<file path="src/rtl/core/lphm_pkg.sv">
// Shared types and constants for the linear probing hash map.
// No dependencies; used by lphm_entry_ram, lphm_probe_ctrl and linear_probe_hash_map.
package lphm_pkg;

  // Table geometry. SLOTS is a power of two, so the home slot is a mask of the key.
  localparam int unsigned SLOTS      = 64;
  localparam int unsigned SLOT_BITS  = $clog2(SLOTS);
  localparam int unsigned CNT_BITS   = SLOT_BITS + 1;
  localparam int unsigned KEY_BITS   = 32;
  localparam int unsigned VALUE_BITS = 32;

  // Request codes
  typedef enum logic [1:0] {
    OP_INSERT = 2'd0,
    OP_REMOVE = 2'd1,
    OP_LOOKUP = 2'd2
  } lphm_op_e;

  typedef enum logic [1:0] {
    ST_IDLE,
    ST_PROBE,
    ST_RESP
  } lphm_state_e;

  // One stored entry: key and value side by side in one memory word
  typedef struct packed {
    logic [KEY_BITS-1:0]   key;
    logic [VALUE_BITS-1:0] value;
  } lphm_entry_t;

  // Memory access from the controller: one write and one read port
  typedef struct packed {
    logic                 we;
    logic [SLOT_BITS-1:0] waddr;
    lphm_entry_t          wdata;
    logic                 re;
    logic [SLOT_BITS-1:0] raddr;
  } lphm_ram_req_t;

  // One result word
  typedef struct packed {
    logic                  found;
    logic [VALUE_BITS-1:0] read_value;
    logic                  table_full;
  } lphm_res_t;

endpackage

</file>
<file path="src/rtl/core/lphm_entry_ram.sv">
// Key/value entry store: one write port, one read port, registered read data.
// Depends on lphm_pkg for the entry and request types.
module lphm_entry_ram (
  input  logic                   clk_i,
  input  lphm_pkg::lphm_ram_req_t req_i,
  output lphm_pkg::lphm_entry_t   rd_data_o
);

  lphm_pkg::lphm_entry_t mem [lphm_pkg::SLOTS];
  lphm_pkg::lphm_entry_t rd_data_q;

  // Write the entry chosen by an insert
  always_ff @(posedge clk_i) begin
    if (req_i.we) begin
      mem[req_i.waddr] <= req_i.wdata;
    end
  end

  // Read one slot a cycle during a probe
  always_ff @(posedge clk_i) begin
    if (req_i.re) begin
      rd_data_q <= mem[req_i.raddr];
    end
  end

  assign rd_data_o = rd_data_q;

endmodule

</file>
<file path="config.mk">
export PLATFORM = sky130hd
export DESIGN_NAME = lphm_entry_ram
export DESIGN_NICKNAME = d
export VERILOG_FILES = /design/src/rtl/core/lphm_pkg.sv /design/src/rtl/core/lphm_entry_ram.sv
export SDC_FILE = /design/constraint.sdc
export NUM_CORES = 2
export LEC_CHECK = 0
export BUFFER_PORTS_ARGS = -buffer_cell sky130_fd_sc_hd__buf_2
export CAP_MARGIN = 20
export CORE_ASPECT_RATIO = 1.75
export CORE_MARGIN = 4
export CORE_UTILIZATION = 46
export CTS_CLUSTER_DIAMETER = 200
export DETAILED_ROUTE_END_ITERATION = 8
export HOLD_SLACK_MARGIN = 0.05
export SLEW_MARGIN = 20
export SYNTH_ARGS = -nofsm -noshare
export SYNTH_HDL_FRONTEND = slang
export SYNTH_SLANG_ARGS = --single-unit
</file>
<file path="constraint.sdc">
create_clock -name clk_i -period 6.2 [get_ports clk_i]
set_input_delay 0 -clock clk_i [delete_from_list [all_inputs] [get_ports clk_i]]
set_output_delay 0 -clock clk_i [all_outputs]
set_load 0.005 [all_outputs]
</file>
; After elaboration in Yosys (flattened, before gate mapping)
; Memories as Yosys holds them, arrays and structs flattened. A register that Yosys moved wholly into a read port is not among the register bits.
; Cells that the tools add are included.
[word_totals]
regBits = 0
ram_bits = 4096
input_bits = 79
out_inout_bits = 64
wordCells = 3
mem_count = 1
[op_classes]
muxes = 2
[memory_table]
columns = name, words, word_bits, read_ports, rd_clocked_by_memory_dff, wr, line_no
row1 = mem, 64, 64, 1, 1, 1, lphm_entry_ram.sv:9  ; lphm_pkg::lphm_entry_t mem [lphm_pkg::SLOTS];
[ops]
columns = op, count
row1 = 1-bit 2-to-1 mux, 2

; Longest topological paths before layout
[depth]
depth_word = 2
mapped_depth = 9
mapped_depth_nobuf = 5

; Worst setup path before layout
; OpenSTA, ideal clock, no wires.
[synth_path]
kind = input-to-reg
from = in req_i[74] (netlist name)
to = mem mem[48][0] (netlist name) (enable)
setup_time_ns = 0.564
arrival_time_ns = 4.872
path_slack_ns = 0.764
path_stages = 4
path_buffers = 1
path_cell_list = clkbuf_1 > nor2b_1 > nand4b_1 > nor3_1
[synth_rtl]
columns = item, line_no
row1 = from (decl), lphm_entry_ram.sv:5  ; input lphm_pkg::lphm_ram_req_t req_i,
row2 = to (decl), lphm_entry_ram.sv:9
; No word-level cell before the write port.

; Worst setup path in the final report
[layout_path]
from = in req_i[75] (netlist name)
to = mem mem[49][56] (netlist name) (enable)
; No word-level cell before the write port.

==> impl_metrics.tcl <==
set metrics [dict create \
    cts_tree "yes" \
    initial_core_util 0.462 \
    startpoint_type "primary input" \
    gp_congestion 0.778 \
    dieArea_mm2 0.351 \
    cts_made_buffers 374 \
    min_period_ns 2.77 \
    die-height_um 781 \
    clk_path_buf_depth 4 \
    crit_arrival_ns 3.32 \
    power.leakage_nw 54.9 \
    drcViolationCount 0 \
    hold_depth 2 \
    setup_viol 0 \
    cp.required_ns 6.74 \
    rsz0062_at_grt "false" \
    synth.distinct_cells 32 \
    placementRows 283 \
    synth_fp_nets 6677 \
    core_area_mm2 0.340 \
    hpwl_mm 241 \
    wl_per_cell_um 37.2 \
    overflow 0 \
    final_common_cell "edfxtp_1" \
    worstHoldPathType "in -> reg" \
    critPathKind "in -> reg" \
    hold_viol 0 \
    synth_compound_gate_area_share 0.0247 \
    max-vdd-ir-drop_uv 220 \
    power_mw 57.1 \
    drt_iter0_drc 8598 \
    grt_pass1_vias 76712 \
    drt_wl_total_mm 438 \
    fp.dieW_um 450 \
    via_per_inst 6.37 \
    syn_area_mm2 0.157 \
    firstDrtPassIters 5 \
    avgSynthCellArea_um2 23.8 \
    fin_tns_setup_ns 0 \
    ios 143 \
    max_freq_mhz 360 \
    numPortBuffers 142 \
    drive_gt1_frac 0.275 \
    end_kind "register" \
    grt_max_degree 108 \
    synth.yosys.seq_area_share 0.796 \
    layout.nets 7129 \
    area_delta_synth_final_pct 13.1 \
    antenna_found_initial 31 \
    maxCapViolations 0 \
    synth_top_area_frac 0.796 \
    grt_use_total 0.248 \
    finalMaxSlewViolations 0 \
    yosys.area_share.simple 0.0123 \
    cellPowerDensity_mw_per_mm2 321 \
    clockRootBuffer "clkbuf_16" \
    clock_sinks 4160 \
    synth_top_family_by_area "multiplexers" \
    via_count 75041 \
    synthXorXnorAreaFrac 0 \
    skew_ns 0.0705 \
    slew_headroom 0.218 \
    fin_crit_sh 0.447 \
    clk_pin_slew_ns 0.06 \
    dpl.cell_count 11006 \
    clock_latency_ns 0.95 \
    ys_ff_latch 4160 \
    ys_warn_count 0 \
    synthMuxAreaShare 0.156 \
    finalNonFillerCells 11779 \
    critPathMaxFanout 30 \
    syn_inst 6598 \
    synthTopCellsByArea "edfxtp_1 80%, mux4_2 15%, mux2i_1 0.86%, a22oi_1 0.80%, buf_2 0.54%" \
    grt_pass1_wl_mm 613 \
    synthAdderAreaFrac 0 \
    htreeDepth 5 \
    layout_common_cells "4160 x edfxtp_1, 1024 x mux4_2, 381 x clkbuf_16" \
    synth_top_cell_by_area "edfxtp_1" \
    status "completed" \
    final_antenna_net_count 0 \
    reg2regPathDepth 5 \
    worst_pin_slew_ns 1.17 \
]
[cells in the mapped netlist, drive strengths merged]
cell type	count
edfxtp	4160
mux4	1024
buf	230
a22oi	168
clkbuf	140
mux2i	135
nor2	112
a22o	88
o22ai	83
and3	64
a211oi	63
nand2	58
nand3	45
o221ai	38
or3	29
nor2b	28
or2	28
a41oi	26
a2bb2oi	19
inv	19
a31oi	18
nand2b	11
and2	3
nand3b	2
nand4	2
nor3	2
a31o	1
nand4b	1
or3b	1
[cell type report]
cell class | count | area [µm²]
Inverter | 19 | 71.3
Timing Repair Buffer | 446 | 4200
Multi-Input combinational cell | 2049 | 30800
Clock buffer | 446 | 9780
Antenna cell | 9 | 22.5
Fill cell | 25850 | 162000
Sequential cell | 4160 | 125000
Tap cell | 4417 | 5530
Clock inverter | 233 | 2220
[metal layers]
metal  vias up  part of all wire  GRT usage
li1      29408                 -          -
met3       778             0.067     0.0347
met1     41553              0.36      0.315
met2      3290              0.53      0.440
met4        12             0.038     0.0818
met5         -           0.00017          0
[cell families (layout without fill, tap and decap cells)]
logic type,after synthesis,after routing
DFF,4160,4160
muxes,1159,1159
AOI/OAI and AO/OA,504,504
buffers and inverters,389,1144
and+or+nand+nor,386,386
other,0,9
[worst max-delay path, cell delays in order]
cell and delay (ns):
dlygate4sd3_1 0.56, buf_2 0.17, nor2b_1 0.21, nand4_1 0.17, dlygate4sd3_1 0.61, nor3_2 0.25, buf_4 0.50, buf_4 0.66
[stage by stage]
step / utilization / hold WS [ns] / setup slack (ns) / area, µm²
2_1_floorplan: - / 0.0989 / 0.764 / 157000
3_3_place_gp: 0.484 / 0.410 / 2.69 / 164000
3_5_place_dp: 0.484 / 0.413 / 2.68 / 164000
4_1_cts: 0.522 / 0.103 / 3.49 / 177000
5_1_grt: 0.523 / 0.0509 / 3.37 / 177000
6_report: 0.523 / 0.0456 / 3.43 / 178000
[report_power, final]
group | internal, mW | total, mW | switching [mW] | leakage [nW]
combinational | 1.00 | 2.65 | 1.65 | 11.5
sequential | 31.2 | 31.3 | 0.120 | 37.5
clock | 12.8 | 23.1 | 10.3 | 5.86
total | 45.0 | 57.1 | 12.1 | 54.9
[path summary, 6_finish.rpt]
kind | startpoint | endpoint | slack (ns)
max | req_i[75] | mem[49][56] | 3.43
min | req_i[67] | mem[18][60] | 0.05
max reg2reg | mem[13][30] | rd_data_o[30] | 3.94
min reg2reg | mem[60][16] | rd_data_o[16] | 0.90
[sequential cells by signal, indices dropped and copies added (netlist names)]
register / count
mem: 4096
rd_data_o: 64
[timing repair]
action,4_1_cts,5_1_grt
hold buffers,78,1
setup buffers,0,0
gates resized for setup,0,0
hold endpoints to repair,4383,14
Power figures use the tool's default switching activity.
